<file path="src/design/gcpr_pkg.sv">
// Shared types and constants for the grid color path reachability block.
// Used by the channel interfaces, the controller, the datapath and the top level.
// No dependencies.
`default_nettype none

package gcpr_pkg;

	// Fixed field widths of the channel payloads.
	localparam int CELL_IDX_W = 6;
	localparam int COLOR_W    = 4;

	// Default side length of the square map.
	localparam int GRID_SIDE_DEF = 8;

	// Probe slots per cell: one per direction plus one to check the last probe.
	localparam int SLOT_W = 3;
	localparam logic [SLOT_W-1:0] PROBE_SLOTS = SLOT_W'(4);

	// Input item: a cell write or a reachability query.
	typedef struct packed {
		logic                  mode;
		logic [CELL_IDX_W-1:0] cell_index;
		logic [COLOR_W-1:0]    cell_color;
		logic [CELL_IDX_W-1:0] start_cell;
		logic [CELL_IDX_W-1:0] target_cell;
		logic [COLOR_W-1:0]    path_color;
	} req_t;

	// Result item.
	typedef struct packed {
		logic reachable;
		logic is_answer;
	} rsp_t;

	// Item kinds carried in the mode field.
	localparam logic MODE_WRITE = 1'b0;
	localparam logic MODE_QUERY = 1'b1;

	// Neighbor directions, in probe order.
	typedef enum logic [1:0] {
		DIR_UP,
		DIR_RIGHT,
		DIR_DOWN,
		DIR_LEFT
	} dir_t;

	// Controller states.
	typedef enum logic [1:0] {
		ST_IDLE,
		ST_POP,
		ST_PROBE,
		ST_RESP
	} state_t;

	// Commands from the controller to the datapath.
	typedef struct packed {
		logic write_cell;
		logic start_search;
		logic pop;
		logic load_cur;
		logic issue;
		dir_t dir;
		logic check;
		logic rsp_load;
		logic rsp_reach;
		logic rsp_answer;
	} cmd_t;

	// Status from the datapath to the controller.
	typedef struct packed {
		logic start_hit;
		logic start_oob;
		logic depth_zero;
		logic hit;
		logic rsp_free;
	} sts_t;

endpackage

`default_nettype wire

</file>
<file path="src/design/gcpr_if.sv">
// Valid/ready channel interfaces for the request and result items.
// Depends on gcpr_pkg for the payload types.
`default_nettype none

interface gcpr_req_if;
	logic          valid;
	logic          ready;
	gcpr_pkg::req_t data;

	modport source (output valid, output data, input ready);
	modport sink (input valid, input data, output ready);
endinterface

interface gcpr_rsp_if;
	logic          valid;
	logic          ready;
	gcpr_pkg::rsp_t data;

	modport source (output valid, output data, input ready);
	modport sink (input valid, input data, output ready);
endinterface

`default_nettype wire

</file>
<file path="src/design/gcpr_ram.sv">
// Generic single write port, single read port RAM with registered read data.
// No dependencies.
`default_nettype none

module gcpr_ram #(
	parameter int WIDTH = 8,
	parameter int DEPTH = 64
) (
	input  logic                     clk,
	input  logic                     we,
	input  logic [$clog2(DEPTH)-1:0] waddr,
	input  logic [WIDTH-1:0]         wdata,
	input  logic [$clog2(DEPTH)-1:0] raddr,
	output logic [WIDTH-1:0]         rdata
);

	logic [WIDTH-1:0] mem [DEPTH];

	// Write port.
	always_ff @(posedge clk) begin
		if (we) begin
			mem[waddr] <= wdata;
		end
	end

	// Registered read port.
	always_ff @(posedge clk) begin
		rdata <= mem[raddr];
	end

endmodule

`default_nettype wire

</file>
<file path="src/design/gcpr_ctrl.sv">
// Controller state machine: item acceptance, search sequencing and result hand-off.
// Depends on gcpr_pkg; drives the datapath through cmd_t and reads sts_t.
`default_nettype none

module gcpr_ctrl (
	input  logic             clk,
	input  logic             arst_n,
	input  logic             req_valid,
	input  logic             req_mode,
	output logic             req_ready,
	input  gcpr_pkg::sts_t   sts,
	output gcpr_pkg::cmd_t   cmd
);

	gcpr_pkg::state_t                  state_q, state_d;
	logic [gcpr_pkg::SLOT_W-1:0]       slot_q, slot_d;
	logic                              pend_reach_q, pend_reach_d;
	logic                              pend_answer_q, pend_answer_d;

	// State registers.
	always_ff @(posedge clk or negedge arst_n) begin
		if (!arst_n) begin
			state_q       <= gcpr_pkg::ST_IDLE;
			slot_q        <= '0;
			pend_reach_q  <= 1'b0;
			pend_answer_q <= 1'b0;
		end else begin
			state_q       <= state_d;
			slot_q        <= slot_d;
			pend_reach_q  <= pend_reach_d;
			pend_answer_q <= pend_answer_d;
		end
	end

	// Next state. A result that cannot go to the output register yet waits in ST_RESP.
	always_comb begin
		state_d       = state_q;
		slot_d        = slot_q;
		pend_reach_d  = pend_reach_q;
		pend_answer_d = pend_answer_q;
		unique case (state_q)
			gcpr_pkg::ST_IDLE: begin
				if (req_valid) begin
					if (req_mode == gcpr_pkg::MODE_WRITE) begin
						pend_reach_d  = 1'b0;
						pend_answer_d = 1'b0;
						if (!sts.rsp_free) begin
							state_d = gcpr_pkg::ST_RESP;
						end
					end else if (sts.start_hit || sts.start_oob) begin
						pend_reach_d  = sts.start_hit;
						pend_answer_d = 1'b1;
						if (!sts.rsp_free) begin
							state_d = gcpr_pkg::ST_RESP;
						end
					end else begin
						state_d = gcpr_pkg::ST_POP;
					end
				end
			end
			gcpr_pkg::ST_POP: begin
				if (sts.depth_zero) begin
					pend_reach_d  = 1'b0;
					pend_answer_d = 1'b1;
					state_d       = sts.rsp_free ? gcpr_pkg::ST_IDLE : gcpr_pkg::ST_RESP;
				end else begin
					slot_d  = '0;
					state_d = gcpr_pkg::ST_PROBE;
				end
			end
			gcpr_pkg::ST_PROBE: begin
				if (sts.hit) begin
					pend_reach_d  = 1'b1;
					pend_answer_d = 1'b1;
					state_d       = sts.rsp_free ? gcpr_pkg::ST_IDLE : gcpr_pkg::ST_RESP;
				end else if (slot_q == gcpr_pkg::PROBE_SLOTS) begin
					state_d = gcpr_pkg::ST_POP;
				end else begin
					slot_d = slot_q + 1'b1;
				end
			end
			gcpr_pkg::ST_RESP: begin
				if (sts.rsp_free) begin
					state_d = gcpr_pkg::ST_IDLE;
				end
			end
			default: begin
				state_d = gcpr_pkg::ST_IDLE;
			end
		endcase
	end

	// Outputs: handshake ready and datapath commands.
	always_comb begin
		cmd       = '0;
		cmd.dir   = gcpr_pkg::DIR_UP;
		req_ready = (state_q == gcpr_pkg::ST_IDLE);
		unique case (state_q)
			gcpr_pkg::ST_IDLE: begin
				if (req_valid) begin
					if (req_mode == gcpr_pkg::MODE_WRITE) begin
						cmd.write_cell = 1'b1;
						cmd.rsp_load   = sts.rsp_free;
					end else if (sts.start_hit || sts.start_oob) begin
						cmd.rsp_load   = sts.rsp_free;
						cmd.rsp_reach  = sts.start_hit;
						cmd.rsp_answer = 1'b1;
					end else begin
						cmd.start_search = 1'b1;
					end
				end
			end
			gcpr_pkg::ST_POP: begin
				if (sts.depth_zero) begin
					cmd.rsp_load   = sts.rsp_free;
					cmd.rsp_answer = 1'b1;
				end else begin
					cmd.pop = 1'b1;
				end
			end
			gcpr_pkg::ST_PROBE: begin
				cmd.load_cur = (slot_q == '0);
				cmd.issue    = (slot_q != gcpr_pkg::PROBE_SLOTS);
				cmd.dir      = gcpr_pkg::dir_t'(slot_q[1:0]);
				cmd.check    = (slot_q != '0);
				if (sts.hit) begin
					cmd.rsp_load   = sts.rsp_free;
					cmd.rsp_reach  = 1'b1;
					cmd.rsp_answer = 1'b1;
				end
			end
			gcpr_pkg::ST_RESP: begin
				cmd.rsp_load   = sts.rsp_free;
				cmd.rsp_reach  = pend_reach_q;
				cmd.rsp_answer = pend_answer_q;
			end
			default: begin
				cmd.rsp_load = 1'b0;
			end
		endcase
	end

endmodule

`default_nettype wire

</file>
<file path="src/design/gcpr_dp.sv">
// Datapath: color map, visited marks, search stack, neighbor probe pipeline, result register.
// Depends on gcpr_pkg and gcpr_ram; controlled by gcpr_ctrl through cmd_t and sts_t.
`default_nettype none

module gcpr_dp #(
	parameter int GRID_SIDE = gcpr_pkg::GRID_SIDE_DEF
) (
	input  logic           clk,
	input  logic           arst_n,
	input  gcpr_pkg::req_t req_data,
	input  logic           rsp_ready,
	output logic           rsp_valid,
	output gcpr_pkg::rsp_t rsp_data,
	input  gcpr_pkg::cmd_t cmd,
	output gcpr_pkg::sts_t sts
);

	localparam int CELLS    = GRID_SIDE * GRID_SIDE;
	localparam int AW       = $clog2(CELLS);
	localparam int RW       = $clog2(GRID_SIDE);
	localparam int IW       = gcpr_pkg::CELL_IDX_W;
	localparam int CLW      = gcpr_pkg::COLOR_W;
	localparam int CW       = (AW > IW) ? AW : IW;
	localparam int RECIP_SH = 12;
	localparam int RECIP    = ((1 << RECIP_SH) + GRID_SIDE - 1) / GRID_SIDE;
	localparam int PW       = IW + RECIP_SH + 1;

	localparam logic [CW:0]   CELLS_C = (CW + 1)'(CELLS);
	localparam logic [RW-1:0] EDGE_C  = RW'(GRID_SIDE - 1);
	localparam logic [AW-1:0] SIDE_C  = AW'(GRID_SIDE);

	// Input item decode: range checks and start cell split into row and column.
	logic [CW-1:0] start_ext, index_ext, start_base, start_diff;
	logic [PW-1:0] start_prod;
	logic [RW-1:0] start_row, start_col;
	logic          write_ok;

	assign start_ext  = CW'(req_data.start_cell);
	assign index_ext  = CW'(req_data.cell_index);
	assign start_prod = PW'(req_data.start_cell) * PW'(RECIP);
	assign start_row  = start_prod[RECIP_SH +: RW];
	assign start_base = CW'(start_row) * CW'(GRID_SIDE);
	assign start_diff = start_ext - start_base;
	assign start_col  = start_diff[RW-1:0];
	assign write_ok   = ({1'b0, index_ext} < CELLS_C);

	assign sts.start_hit = (req_data.start_cell == req_data.target_cell);
	assign sts.start_oob = ({1'b0, start_ext} >= CELLS_C);

	// Query operands held for the whole search.
	logic [IW-1:0]  target_q;
	logic [CLW-1:0] color_q;

	always_ff @(posedge clk) begin
		if (cmd.start_search) begin
			target_q <= req_data.target_cell;
			color_q  <= req_data.path_color;
		end
	end

	// Current cell: taken from the stack read data in the first probe slot.
	logic [2*RW-1:0] stk_rdata;
	logic [RW-1:0]   cur_row_q, cur_col_q, cur_row, cur_col;

	assign cur_row = cmd.load_cur ? stk_rdata[2*RW-1:RW] : cur_row_q;
	assign cur_col = cmd.load_cur ? stk_rdata[RW-1:0] : cur_col_q;

	always_ff @(posedge clk) begin
		if (cmd.load_cur) begin
			cur_row_q <= stk_rdata[2*RW-1:RW];
			cur_col_q <= stk_rdata[RW-1:0];
		end
	end

	// Neighbor in the probed direction, with its bounds check.
	logic          nb_ok;
	logic [RW-1:0] nb_row, nb_col;
	logic [AW-1:0] nb_addr;

	always_comb begin
		nb_ok  = 1'b0;
		nb_row = cur_row;
		nb_col = cur_col;
		unique case (cmd.dir)
			gcpr_pkg::DIR_UP: begin
				nb_ok  = (cur_row != '0);
				nb_row = cur_row - 1'b1;
			end
			gcpr_pkg::DIR_RIGHT: begin
				nb_ok  = (cur_col != EDGE_C);
				nb_col = cur_col + 1'b1;
			end
			gcpr_pkg::DIR_DOWN: begin
				nb_ok  = (cur_row != EDGE_C);
				nb_row = cur_row + 1'b1;
			end
			gcpr_pkg::DIR_LEFT: begin
				nb_ok  = (cur_col != '0);
				nb_col = cur_col - 1'b1;
			end
			default: begin
				nb_ok = 1'b0;
			end
		endcase
	end

	assign nb_addr = AW'(AW'(nb_row) * SIDE_C) + AW'(nb_col);

	// Probe stage: the map read is in flight while the previous probe is checked.
	logic          nb_ok_s1, cv_s1;
	logic [RW-1:0] nb_row_s1, nb_col_s1;
	logic [AW-1:0] nb_addr_s1;
	logic [CELLS-1:0] color_valid_q, visited_q;

	always_ff @(posedge clk or negedge arst_n) begin
		if (!arst_n) begin
			nb_ok_s1 <= 1'b0;
			cv_s1    <= 1'b0;
		end else begin
			nb_ok_s1 <= cmd.issue && nb_ok;
			cv_s1    <= cmd.issue && nb_ok && color_valid_q[nb_addr];
		end
	end

	always_ff @(posedge clk) begin
		nb_row_s1  <= nb_row;
		nb_col_s1  <= nb_col;
		nb_addr_s1 <= nb_addr;
	end

	// Color map. A cell never written reads as empty through its valid bit.
	logic [CLW-1:0] clr_rdata, color_eff;

	gcpr_ram #(
		.WIDTH (CLW),
		.DEPTH (CELLS)
	) u_color_ram (
		.clk   (clk),
		.we    (cmd.write_cell && write_ok),
		.waddr (index_ext[AW-1:0]),
		.wdata (req_data.cell_color),
		.raddr (nb_addr),
		.rdata (clr_rdata)
	);

	assign color_eff = cv_s1 ? clr_rdata : '0;

	// Check stage: a fresh neighbor of the path color is marked and pushed.
	logic qual, push;

	assign qual    = nb_ok_s1 && !visited_q[nb_addr_s1] && (color_eff == color_q);
	assign push    = cmd.check && qual;
	assign sts.hit = qual && (CW'(nb_addr_s1) == CW'(target_q));

	// Valid bits of the color map and visited marks.
	always_ff @(posedge clk or negedge arst_n) begin
		if (!arst_n) begin
			color_valid_q <= '0;
			visited_q     <= '0;
		end else begin
			if (cmd.write_cell && write_ok) begin
				color_valid_q[index_ext[AW-1:0]] <= 1'b1;
			end
			if (cmd.start_search) begin
				visited_q <= CELLS'(1) << start_ext[AW-1:0];
			end else if (push) begin
				visited_q[nb_addr_s1] <= 1'b1;
			end
		end
	end

	// Search stack of {row, column} entries.
	logic [AW:0]       depth_q, depth_m1;
	logic              stk_we;
	logic [AW-1:0]     stk_waddr;
	logic [2*RW-1:0]   stk_wdata;

	assign depth_m1  = depth_q - 1'b1;
	assign stk_we    = cmd.start_search || push;
	assign stk_waddr = cmd.start_search ? '0 : depth_q[AW-1:0];
	assign stk_wdata = cmd.start_search ? {start_row, start_col} : {nb_row_s1, nb_col_s1};

	gcpr_ram #(
		.WIDTH (2 * RW),
		.DEPTH (CELLS)
	) u_stack_ram (
		.clk   (clk),
		.we    (stk_we),
		.waddr (stk_waddr),
		.wdata (stk_wdata),
		.raddr (depth_m1[AW-1:0]),
		.rdata (stk_rdata)
	);

	always_ff @(posedge clk or negedge arst_n) begin
		if (!arst_n) begin
			depth_q <= '0;
		end else if (cmd.start_search) begin
			depth_q <= (AW + 1)'(1);
		end else if (push) begin
			depth_q <= depth_q + 1'b1;
		end else if (cmd.pop) begin
			depth_q <= depth_m1;
		end
	end

	assign sts.depth_zero = (depth_q == '0);

	// Result register on the output channel.
	logic           rsp_valid_q;
	gcpr_pkg::rsp_t rsp_q;

	always_ff @(posedge clk or negedge arst_n) begin
		if (!arst_n) begin
			rsp_valid_q <= 1'b0;
		end else if (cmd.rsp_load) begin
			rsp_valid_q <= 1'b1;
		end else if (rsp_ready) begin
			rsp_valid_q <= 1'b0;
		end
	end

	always_ff @(posedge clk) begin
		if (cmd.rsp_load) begin
			rsp_q.reachable <= cmd.rsp_reach;
			rsp_q.is_answer <= cmd.rsp_answer;
		end
	end

	assign sts.rsp_free = !rsp_valid_q || rsp_ready;
	assign rsp_valid    = rsp_valid_q;
	assign rsp_data     = rsp_q;

endmodule

`default_nettype wire

</file>
<file path="src/design/grid_color_path_reachability.sv">
// Grid color path reachability: 4-connected search over a GRID_SIDE x GRID_SIDE color map.
// A write item's acknowledge is loaded into the output register when the item is accepted,
// or waits in ST_RESP while that register holds an untaken result; so does the answer to a
// query with start equal to target or start outside the map. A search makes one neighbor
// probe per cycle through the map RAM port, plus the stack pop before each cell.
// Reset clears all control state and the map reads as empty at once; there is no clearing pass.
`default_nettype none

module grid_color_path_reachability #(
	parameter int GRID_SIDE = gcpr_pkg::GRID_SIDE_DEF
) (
	input logic        clk,
	input logic        arst_n,
	gcpr_req_if.sink   req,
	gcpr_rsp_if.source rsp
);

	gcpr_pkg::cmd_t cmd;
	gcpr_pkg::sts_t sts;
	logic           ctl_ready;
	logic           dp_rsp_valid;
	gcpr_pkg::rsp_t dp_rsp_data;

	// Controller.
	gcpr_ctrl u_ctrl (
		.clk       (clk),
		.arst_n    (arst_n),
		.req_valid (req.valid),
		.req_mode  (req.data.mode),
		.req_ready (ctl_ready),
		.sts       (sts),
		.cmd       (cmd)
	);

	// Datapath.
	gcpr_dp #(
		.GRID_SIDE (GRID_SIDE)
	) u_dp (
		.clk       (clk),
		.arst_n    (arst_n),
		.req_data  (req.data),
		.rsp_ready (rsp.ready),
		.rsp_valid (dp_rsp_valid),
		.rsp_data  (dp_rsp_data),
		.cmd       (cmd),
		.sts       (sts)
	);

	assign req.ready = ctl_ready;
	assign rsp.valid = dp_rsp_valid;
	assign rsp.data  = dp_rsp_data;

	// A map write only happens for an accepted write item.
	a_write_on_accept: assert property (@(posedge clk) disable iff (!arst_n)
		cmd.write_cell |-> (req.valid && req.ready && (req.data.mode == gcpr_pkg::MODE_WRITE)))
		else $error("map write without an accepted write item");

	// The stack is never popped when empty.
	a_pop_nonempty: assert property (@(posedge clk) disable iff (!arst_n)
		cmd.pop |-> !sts.depth_zero)
		else $error("pop from an empty search stack");

	// A result is never loaded over one that has not been taken.
	a_no_overwrite: assert property (@(posedge clk) disable iff (!arst_n)
		cmd.rsp_load |-> sts.rsp_free)
		else $error("result register overwritten");

	// Starting a search leaves the start cell on the stack.
	a_start_push: assert property (@(posedge clk) disable iff (!arst_n)
		cmd.start_search |=> !sts.depth_zero)
		else $error("search started with an empty stack");

endmodule

`default_nettype wire

</file>
<file path="src/flat_wrapper.sv">
// flat-port wrapper written by rule: the top's interface ports become plain ports
module grid_color_path_reachability_flat 
#(
	parameter int GRID_SIDE = gcpr_pkg::GRID_SIDE_DEF
)
  (clk, arst_n, req_valid, req_data, req_ready, rsp_valid, rsp_data, rsp_ready);
  gcpr_req_if req_i ();
  gcpr_rsp_if rsp_i ();
  input logic clk;
  input logic arst_n;
  input wire logic [$bits(req_i.valid)-1:0] req_valid;
  input wire logic [$bits(req_i.data)-1:0] req_data;
  output wire logic [$bits(req_i.ready)-1:0] req_ready;
  output wire logic [$bits(rsp_i.valid)-1:0] rsp_valid;
  output wire logic [$bits(rsp_i.data)-1:0] rsp_data;
  input wire logic [$bits(rsp_i.ready)-1:0] rsp_ready;
  assign req_i.valid = req_valid;
  assign req_i.data = req_data;
  assign req_ready = req_i.ready;
  assign rsp_valid = rsp_i.valid;
  assign rsp_data = rsp_i.data;
  assign rsp_i.ready = rsp_ready;
  grid_color_path_reachability #(.GRID_SIDE(GRID_SIDE)) u_core (.clk(clk), .arst_n(arst_n), .req(req_i), .rsp(rsp_i));
endmodule
</file>
<file path="config.mk">
export PLATFORM = sky130hd
export DESIGN_NAME = grid_color_path_reachability_flat
export DESIGN_NICKNAME = d
export VERILOG_FILES = /design/src/design/gcpr_pkg.sv /design/src/design/gcpr_if.sv /design/src/design/gcpr_ram.sv /design/src/design/gcpr_ctrl.sv /design/src/design/gcpr_dp.sv /design/src/design/grid_color_path_reachability.sv /design/src/flat_wrapper.sv
export SDC_FILE = /design/constraint.sdc
export NUM_CORES = 1
export LEC_CHECK = 0
export BUFFER_PORTS_ARGS = -buffer_cell sky130_fd_sc_hd__buf_4
export CORE_ASPECT_RATIO = 1.25
export CORE_MARGIN = 4
export CORE_UTILIZATION = 60
export DETAILED_ROUTE_END_ITERATION = 10
export HOLD_SLACK_MARGIN = 0.12
export PLACE_DENSITY = 0.76
export SETUP_SLACK_MARGIN = 0.2
export SLEW_MARGIN = 30
export SYNTH_ARGS = -nofsm -noshare
export SYNTH_HDL_FRONTEND = slang
export SYNTH_SLANG_ARGS = --single-unit
</file>
<file path="constraint.sdc">
create_clock -name clk -period 5.6 [get_ports clk]
set_input_delay 0.56 -clock clk [delete_from_list [all_inputs] [get_ports clk]]
set_output_delay 0.56 -clock clk [all_outputs]
set_load 0.02 [all_outputs]
</file>
# Word-level counts from Yosys, hierarchy flattened
# Memory sizes are Yosys's and may differ from the RTL's. A register that Yosys moved wholly into a read port is not among the register bits.
# Index checks and enable logic that the tools add are counted.
# word_totals
mem_count,2
latchBits,0
ram_bits,640
in_bits,31
mem_bits_ro,0
regBits,175
# classes
muxes,67
n_shift,1
reduce_logical,27
div_mod_pow,0
add_sub_neg,9
mul,0
order_cmp,5
eq_ne,22
bitwise_logic,2
# mem_list
name,words,width,rd,rd_clocked_by_memory_dff,wr,line,source
u_core.u_dp.u_stack_ram.mem,64,6,1,1,1,gcpr_ram.sv:17,logic [WIDTH-1:0] mem [DEPTH];
u_core.u_dp.u_color_ram.mem,64,4,1,1,1,gcpr_ram.sv:17,
# ops
cell,count
64-bit two-way mux,2
64-bit OR,2
"1-bit by 6-bit << shifter with 64-bit output, first input constant",1
1-bit two-way mux,24
2-bit two-way mux,12
3-bit two-way mux,8
"6-bit by 7-bit < comparator with 1-bit output, second input constant",3
7-bit two-way mux,3
3-bit case mux with 2 select lines,3
3-bit nonzero test,5
1-bit binary-select mux with 6-bit select,2
1-bit demux with 6-bit select,2
6-bit == test,2
"6-bit by 1-bit greater-or-equal comparator with 1-bit output, second input constant",2
6-bit two-way mux,2
1-bit case mux with 4 select lines,3
"2-bit inequality test, second input constant",5
"3-bit by 1-bit adder with 3-bit output, second input constant",3
"3-bit inequality test, second input constant",3
1-bit case mux with 3 select lines,3
"3-bit by 1-bit subtractor with 3-bit output, second input constant",3
"2-bit == test, second input constant",4
1-bit logical AND,8
2-bit case mux with 4 select lines,1
19 further kinds,27

# Longest topological paths before layout
# Gate-level depths: netlist (run 1).
# depth
depth_word,9
mapped_depth,21

# Hierarchy
# From an unflattened synthesis (run 1), not the netlist that was laid out.
# hier_totals
hier_cells,2204
hier_area_um2,35003.6
# by_module_without_submodules
mod,cells_each,instances,area_each_um2
gcpr_ram (u_core.u_dp.u_stack_ram),720,1,15225.9
gcpr_ram (u_core.u_dp.u_color_ram),521,1,10407.5
gcpr_dp,883,1,8687.1
gcpr_ctrl,80,1,683.2

# Worst setup path before layout (run 1)
# OpenSTA, ideal clock, no wires.
# synth_path
path_kind,input port to flip-flop
from,in req_data[14]
to,mem u_core.u_dp.u_stack_ram.mem[0][1] (netlist name) (data pin)
t_arrival_ps,4553
slack_ps,346
path_stages,9
t_required_ps,4898
path_cell_list,clkbuf_1 -> xor2_1 -> nor2_1 -> a311o_1 -> inv_1 -> clkbuf_1 -> clkbuf_1 -> buf_1 -> o21ai_0
# synth_via
elab_chain_len,6
# synth_lines
item,line,source
"start, declared",flat_wrapper.sv:12,input wire logic [$bits(req_i.data)-1:0] req_data;
6-bit == test,gcpr_dp.sv:47,assign sts.start_hit = (req_data.start_cell == req_data.target_cell);
1-bit two-way mux,gcpr_ctrl.sv:104,end else if (sts.start_hit || sts.start_oob) begin
1-bit two-way mux,gcpr_ctrl.sv:101,if (req_mode == gcpr_pkg::MODE_WRITE) begin
2-bit two-way mux,gcpr_ctrl.sv:100,if (req_valid) begin
2-bit two-way mux,gcpr_ctrl.sv:98,unique case (state_q)
6-bit two-way mux,gcpr_dp.sv:181,"assign stk_wdata = cmd.start_search ? {start_row, start_col} : {nb_row_s1, nb_col_s1};"
via u_core.u_dp.stk_wdata[1],gcpr_dp.sv:176,logic [2*RW-1:0] stk_wdata;
"end, declared",gcpr_ram.sv:17,
# The timed path passes the listed nets, and every way through them passes these cells.

# Final worst setup path (run 1)
# layout_path
from,reg u_core.u_ctrl.slot_q[0] (netlist name)
to,reg u_core.u_dp.u_color_ram.rdata[2] (read register of u_core.u_dp.u_color_ram.mem)
# layout_via
elab_chain_len,6
elab_cells_between_ends,15
classes_between,add/sub: 5; eq/ne: 3; mux: 5; reduce/logical: 2
# layout_lines
item,line,source
"start, declared",gcpr_ctrl.sv:16,"logic [gcpr_pkg::SLOT_W-1:0] slot_q, slot_d;"
"start signal, assigned",gcpr_ctrl.sv:29,slot_q <= slot_d;
3-bit logical NOT (*),gcpr_ctrl.sv:122,cmd.load_cur = (slot_q == '0);
5-bit two-way mux (*),gcpr_ctrl.sv:98,
3-bit two-way mux (*),--,
via u_core.u_dp.cur_col[0],gcpr_dp.sv:63,"logic [RW-1:0] cur_row_q, cur_col_q, cur_row, cur_col;"
3-bit by 1-bit subtractor with 3-bit output / 3-bit by 1-bit adder with 3-bit output (equally long branches),"gcpr_dp.sv:99, gcpr_dp.sv:91",
3-bit case mux with 2 select lines (*),gcpr_dp.sv:84,unique case (cmd.dir)
6-bit by 3-bit adder with 6-bit output (*),gcpr_dp.sv:107,assign nb_addr = AW'(AW'(nb_row) * SIDE_C) + AW'(nb_col);
"end, declared",gcpr_ram.sv:14,output logic [WIDTH-1:0] rdata
# The timed path passes the listed nets; every way through them passes the cells marked *.
# A chain may end at the register's enable or synchronous reset.

==> flow_metrics.tcl, run 1 <==
set metrics [dict create \
    layout_worst_path_cycle_share 0.891 \
    tritoncts "done" \
    cts_inserted_buffers 78 \
    layout.cells.non_filler 3217 \
    report.final.slew_viol_count 0 \
    globalRouteOverflowTotal 0 \
    nets 2450 \
    final_cell_mix "652 x sky130_fd_sc_hd__edfxtp_1, 205 x sky130_fd_sc_hd__nor2_1, 191 x sky130_fd_sc_hd__nand2_1" \
    ys_seq_elements 819 \
    endpoint_kind "flop" \
    width_of_the_chip_um 224 \
    drt-pass1-iter-count 7 \
    wl_per_cell_um 27.4 \
    post_route_cells_drive_above_1_share 0.191 \
    synthFlopType "sky130_fd_sc_hd__edfxtp_1" \
    synth-edff-count 652 \
    clkSlewWorstSetupHoldPaths_ns 0.07 \
    totalWireLength_mm 88.1 \
    grt_setup_unrepaired "no" \
    fin_skew_ns 0.0249 \
    worst_ir_drop_vdd_uv 491 \
    die_height_um 278 \
    via_count_of_the_first_global_routing_pass 21900 \
    mappedNetlistNets 2406 \
    ioPinCount 35 \
    power_density_nw_per_um2 562 \
    postCtsSetupBuffers 0 \
    outcome "finished clean" \
    timing_worst_setup_path_type "flop to flop" \
    worstSetupStartpointType "flop" \
    routed-via-count 21400 \
    max_freq_mhz 200 \
    cap_violations 0 \
    post_synth_instance_area_um2 35000 \
    worst_hold_path_type "primary input to flop" \
    design_area_um2 39000 \
    setup_viol_count_final 0 \
    htree_num_levels 3 \
    grt_start_max_net_pins 85 \
    place_congestion 0.965 \
    first_pass_grt_wire_length_mm 136 \
    period_minus_slack_ns 4.99 \
    dieArea_um2 62300 \
    drtIter0Drc 2611 \
    netlist_instances 2361 \
    number_of_placed_cells_counting_well_taps 3063 \
    syn_to_final_growth_pct 11.4 \
    core_area_um2 57500 \
    vias_per_cell 6.65 \
    cts-root-buf "sky130_fd_sc_hd__clkbuf_16" \
    synth-warning-count 0 \
    post-dp-hpwl_mm 56.7 \
    post-route-worst-setup-slack_ns 0.609 \
    synth_async_sr_flop_share 0.177 \
    proportion_of_synthesized_chip_area_in_sequential_cells 0.675 \
    finalHoldViolCount 0 \
    floorplan.rows 98 \
    worst_slew_pin_slew_ns 1.02 \
    synth.avg_cell_area_um2 14.8 \
    timing.slew.headroom 0.316 \
    clock_path_buffers 3 \
    placedInstanceArea_um2 36300 \
    hold_ws_ns 0.142 \
    n_antenna_cell 0 \
    arrival_ns 5.53 \
    power.leakage_nw 13.9 \
    layout_utilization 0.679 \
    initial_core_util 0.609 \
    fill_cells 3802 \
    drt.antenna.violating_nets 0 \
    totalNegativeSetupSlack_ns 0 \
    total_power_consumption_mw 21.9 \
    grt_util_all_layers 0.284 \
    number_of_antenna_violations_at_the_first_check_in_global_routing 2 \
    numPortBuffers 34 \
    worst_setup_slack_after_placement_ns 0.694 \
    drc_errors 0 \
    crit_path_max_fanout 32 \
    clock_insertion_delay_worst_skew_ns 0.63 \
    layout_commonest_cell "sky130_fd_sc_hd__edfxtp_1" \
    clock_sink_count 819 \
    worst_ep_required_time_ns 6.13 \
    synth.lib_cells_used.distinct 82 \
]
[synth_stat cells, types with 16 or more instances]
cell / instances / area [µm²]
sky130_fd_sc_hd__a21oi_1: 105 / 526
sky130_fd_sc_hd__a31oi_1: 30 / 188
sky130_fd_sc_hd__and3_1: 20 / 125
sky130_fd_sc_hd__buf_1: 20 / 75.1
sky130_fd_sc_hd__buf_2: 27 / 135
sky130_fd_sc_hd__clkbuf_1: 79 / 297
sky130_fd_sc_hd__dfrtp_1: 145 / 3630
sky130_fd_sc_hd__dfxtp_1: 22 / 440
sky130_fd_sc_hd__edfxtp_1: 652 / 19600
sky130_fd_sc_hd__inv_1: 38 / 143
sky130_fd_sc_hd__mux2_2: 34 / 383
sky130_fd_sc_hd__mux2i_1: 129 / 1290
sky130_fd_sc_hd__mux4_2: 134 / 3020
sky130_fd_sc_hd__nand2_1: 194 / 728
sky130_fd_sc_hd__nand2b_1: 16 / 100
sky130_fd_sc_hd__nand3_1: 81 / 405
sky130_fd_sc_hd__nor2_1: 205 / 769
sky130_fd_sc_hd__nor2b_1: 16 / 100
sky130_fd_sc_hd__nor3_1: 20 / 100
sky130_fd_sc_hd__o211ai_1: 24 / 180
sky130_fd_sc_hd__o21ai_0: 63 / 315
sky130_fd_sc_hd__o22ai_1: 25 / 156
sky130_fd_sc_hd__or2_2: 64 / 400
[layout make-up]
class / instances / area (µm²) / share of cell area
clock buffer: 100 / 2110 / 0.0540
clock inverter: 42 / 483 / 0.0124
inverter: 41 / 158 / 0.00404
multi-input combinational: 1366 / 10700 / 0.275
sequential: 819 / 23700 / 0.606
tap: 750 / 938 / 0.0240
timing repair buffer: 99 / 958 / 0.0246
[critical path, cell delays in order, from the launching register on]
cell	delay (ns)
sky130_fd_sc_hd__dfrtp_1	0.54
sky130_fd_sc_hd__inv_1	0.14
sky130_fd_sc_hd__ha_1	0.31
sky130_fd_sc_hd__nand3b_1	0.32
sky130_fd_sc_hd__mux2i_1	0.27
sky130_fd_sc_hd__inv_1	0.12
sky130_fd_sc_hd__fa_1	0.57
sky130_fd_sc_hd__nor2b_1	0.05
sky130_fd_sc_hd__o21ai_1	0.39
sky130_fd_sc_hd__o21ai_4	0.14
sky130_fd_sc_hd__inv_4	0.38
sky130_fd_sc_hd__nand2_1	0.13
sky130_fd_sc_hd__and3_1	0.20
sky130_fd_sc_hd__o311ai_0	0.54
sky130_fd_sc_hd__o311ai_0	0.43
sky130_fd_sc_hd__a311oi_1	0.33
[layer usage]
layer  share of wire  global-route usage
met1            0.36               0.360
met2            0.51               0.480
met3           0.080              0.0520
met4           0.048               0.129
met5         0.00023                   0
[registers in the layout, indices dropped and copies added (netlist names), 2 cells and up]
signal / count
u_core.u_ctrl.slot_q: 3
u_core.u_ctrl.state_q: 2
u_core.u_dp.color_q: 4
u_core.u_dp.color_valid_q: 64
u_core.u_dp.cur_col_q: 3
u_core.u_dp.cur_row_q: 3
u_core.u_dp.depth_q: 7
u_core.u_dp.nb_addr_s1: 6
u_core.u_dp.rsp_data: 2
u_core.u_dp.target_q: 6
u_core.u_dp.u_color_ram.mem: 256
u_core.u_dp.u_color_ram.rdata: 4
u_core.u_dp.u_stack_ram.mem: 384
u_core.u_dp.u_stack_ram.rdata: 6
u_core.u_dp.visited_q: 64
[power breakdown]
| group | switching, mW | internal (mW) |
|---|---|---|
| Clock | 2.30 | 3.06 |
| Combinational | 5.32 | 3.50 |
| Sequential | 0.355 | 7.40 |
| Total | 7.97 | 14.0 |
[final timing paths]
| path | from | end | slack, ns | depth (start not counted) |
|---|---|---|---|---|
| setup / recovery | u_core.u_ctrl.slot_q[0] | u_core.u_dp.u_color_ram.rdata[2] | 0.61 | 15 |
| hold / removal | req_data[5] | u_core.u_dp.target_q[1] | 0.14 | 1 |
| setup reg to reg | u_core.u_ctrl.slot_q[0] | u_core.u_dp.u_color_ram.rdata[2] | 0.61 | 15 |
| hold reg to reg | u_core.u_dp.color_valid_q[35] | u_core.u_dp.color_valid_q[35] | 0.46 | 1 |
| max in group asynchronous | arst_n | u_core.u_dp.visited_q[33] | 3.71 | 4 |
| min in group asynchronous | arst_n | u_core.u_dp.color_valid_q[4] | 0.37 | 2 |
[timing repair]
item	CTS	global route
hold endpoints to repair	92	0
gates resized for setup	0	0
hold buffers	10	0
[logic make-up after synthesis]
| logic type | Yosys count | share of synthesized area |
|---|---|---|
| xor gates and xnor gates | 20 | 0.00500 |
| adders and majority gates | 14 | 0.00543 |
| AOI/OAI and AO/OA | 357 | 0.0672 |
| DFF | 819 | 0.675 |
| muxes | 297 | 0.134 |
| buffers and inverters | 176 | 0.0213 |
| and+or+nand+nor | 678 | 0.0916 |
(Power assumes the default switching activity.)
==> run 2, diff against run 1 <==
CORE_UTILIZATION = 67   (was 60)
HOLD_SLACK_MARGIN = 0.03   (was 0.12)
PLACE_DENSITY = 0.84   (was 0.76)
clock period = 6.5 ns   (was 5.6 ns; I/O delays follow)
==> run 2 against run 1 <==
Compared with the run above:
- core utilization increased by 7.0 points
- clock power decreased by 9.1%
- setup slack gained 0.25 ns
- worst hold slack got worse by 0.055 ns
- global-route usage increased by 4.4 points
- count of clock-buffer cells in the layout fell by 2
- register-to-register slack better by 0.25 ns
- sequential share of layout area up 0.55 points
- final cell count decreased by 3.7%
- non-clock buffer count is 33 lower
- critical path type unchanged
- largest cell class unchanged
==> flow_metrics.tcl, run 2 (same netlist as run 1, synthesis figures left out) <==
set metrics [dict create \
    syn_to_final_growth_pct 10.4 \
    timing.critical_path.slowest_cell_delay_ns 0.65 \
    register_cell_area_after_layout_um2 23700 \
    via_count_of_the_first_global_routing_pass 22300 \
    grt_util_all_layers 0.327 \
    die_height_um 264 \
    cap_violations 0 \
    finalHoldViolCount 0 \
    cts.repair.resized 0 \
    drc_errors 0 \
    layout_commonest_cell "sky130_fd_sc_hd__edfxtp_1" \
    fill_cells 2926 \
    layout_worst_path_cycle_share 0.867 \
    initial_core_util 0.678 \
    endpoint_kind "flop" \
    path_buf_inv 4 \
    total_power_consumption_mw 19.0 \
    ioPinCount 35 \
    width_of_the_chip_um 212 \
    cts-root-buf "sky130_fd_sc_hd__clkbuf_16" \
    final_cell_mix "652 x sky130_fd_sc_hd__edfxtp_1, 205 x sky130_fd_sc_hd__nor2_1, 191 x sky130_fd_sc_hd__nand2_1" \
    clock_path_buffers 3 \
    largest_reg_flops 384 \
    place_congestion 0.953 \
    dieArea_um2 56000 \
    period_minus_slack_ns 5.64 \
    layout.cells.non_filler 3099 \
    worst_ep_required_time_ns 7.04 \
    htree_num_levels 3 \
    drtIter0Drc 3177 \
    clkSlewWorstSetupHoldPaths_ns 0.07 \
    numPortBuffers 34 \
    setup_viol_count_final 0 \
    arrival_ns 6.18 \
    worst_ir_drop_vdd_uv 355 \
    number_of_placed_cells_counting_well_taps 2957 \
    crit_path_max_fanout 59 \
    wl_per_cell_um 29.3 \
    post-route-worst-setup-slack_ns 0.861 \
    totalWireLength_mm 90.7 \
    worst_hold_path_type "primary input to async pin" \
    critPathTopFamily "compound AO/OA/AOI/OAI gates" \
    tritoncts "done" \
    number_of_antenna_violations_at_the_first_check_in_global_routing 1 \
    multi_input_comb_area_um2 10700 \
    worstSetupStartpointType "flop" \
    outcome "finished clean" \
    globalRouteOverflowTotal 0 \
    worst_slew_pin_slew_ns 1.02 \
    top_reg_by_flops "u_core.u_dp.u_stack_ram.mem" \
    nets 2416 \
    worst_setup_slack_after_placement_ns 1.01 \
    cts_inserted_buffers 77 \
    layout_utilization 0.749 \
    clock_sink_count 819 \
    hold_buffers 0 \
    timing_worst_setup_path_type "flop to flop" \
    drt.antenna.violating_nets 0 \
    power_density_nw_per_um2 492 \
    first_pass_grt_wire_length_mm 138 \
    grt_setup_unrepaired "no" \
    power.leakage_nw 13.8 \
    report.final.slew_viol_count 0 \
    crit_path_cell_trace "inv_1 > ha_1 > nand3b_1 > mux2i_1 > inv_1 > fa_1 > nor2b_1 > o21ai_1 > o21ai_4 > inv_4 > buf_4 > nand2_1 > and3_1 > a311oi_1 > o311ai_0 > a311oi_1" \
    post-dp-hpwl_mm 55.5 \
    max_freq_mhz 177 \
    core_area_um2 51700 \
    grt_start_max_net_pins 93 \
    vias_per_cell 7.09 \
    drt-pass1-iter-count 8 \
    floorplan.rows 93 \
    clock_insertion_delay_worst_skew_ns 0.64 \
    max_stage_delay_cell_worst_path "sky130_fd_sc_hd__inv_4" \
    routed-via-count 22000 \
    postCtsSetupBuffers 0 \
    timing.slew.headroom 0.313 \
    post_route_cells_drive_above_1_share 0.189 \
    totalNegativeSetupSlack_ns 0 \
    reg.largest.list "u_core.u_dp.u_stack_ram.mem (384), u_core.u_dp.u_color_ram.mem (256)" \
    fin_skew_ns 0.0343 \
]
## run 2: changes by cell type in the layout (fill, tap and decap cells not counted), moves of 3 or more
cell / change
sky130_fd_sc_hd__inv_6: +3
sky130_fd_sc_hd__nand2_4: +3
sky130_fd_sc_hd__buf_12: -5
sky130_fd_sc_hd__clkinv_2: -4
sky130_fd_sc_hd__buf_16: -5
sky130_fd_sc_hd__buf_4: -12
sky130_fd_sc_hd__bufinv_16: +4
sky130_fd_sc_hd__dlygate4sd3_1: -10
sky130_fd_sc_hd__nand2_2: -3
sky130_fd_sc_hd__clkinv_1: -4
sky130_fd_sc_hd__clkbuf_1: -5
## run 2: layout make-up
cell class                      count  share of cell area
Sequential cell                   819               0.612
Multi-Input combinational cell   1366               0.278
Clock buffer                       98              0.0556
Tap cell                          665              0.0215
Clock inverter                     43              0.0158
Timing Repair Buffer               66              0.0135
Inverter                           41             0.00404
Antenna cell                        1           0.0000647
## run 2: power breakdown
group / internal [mW] / leakage, nW / switching (mW) / total, mW
logic: 2.85 / 4.44 / 4.55 / 7.40
registers: 6.38 / 8.00 / 0.365 / 6.75
clock network: 2.86 / 1.33 / 2.02 / 4.87
total: 12.1 / 13.8 / 6.93 / 19.0
## run 2: final timing paths
| check | from | end | slack, ns | cells past startpoint |
|---|---|---|---|---|
| hold reg to reg | u_core.u_dp.color_valid_q[23] | u_core.u_dp.color_valid_q[23] | 0.47 | 2 |
| min in group clk | req_data[1] | u_core.u_dp.color_q[1] | 0.20 | 1 |
| max in group asynchronous | arst_n | u_core.u_dp.depth_q[0] | 5.06 | 2 |
| setup / recovery | u_core.u_ctrl.state_q[0] | u_core.u_dp.u_color_ram.rdata[2] | 0.86 | 16 |
| setup reg to reg | u_core.u_ctrl.state_q[0] | u_core.u_dp.u_color_ram.rdata[2] | 0.86 | 16 |
| hold / removal | arst_n | u_core.u_dp.color_valid_q[5] | 0.09 | 1 |
## run 2: layer usage
metal,part of all wire,wire [µm],up-vias,track usage
li1,-,-,9106,-
met1,0.35,31300,10900,0.422
met5,0.00013,12,-,0
met4,0.060,5410,2,0.165
met2,0.50,45800,1598,0.542
met3,0.090,8190,338,0.0560
## run 2: stage by stage
stage / instance area, µm² / hold slack, ns
final: 38700 / 0.0872
after global routing: 38700 / 0.142
after CTS: 38700 / 0.153
after detailed placement: 35900 / 0.449
after global placement: 35800 / 0.444
after floorplan: 35000 / 0.354
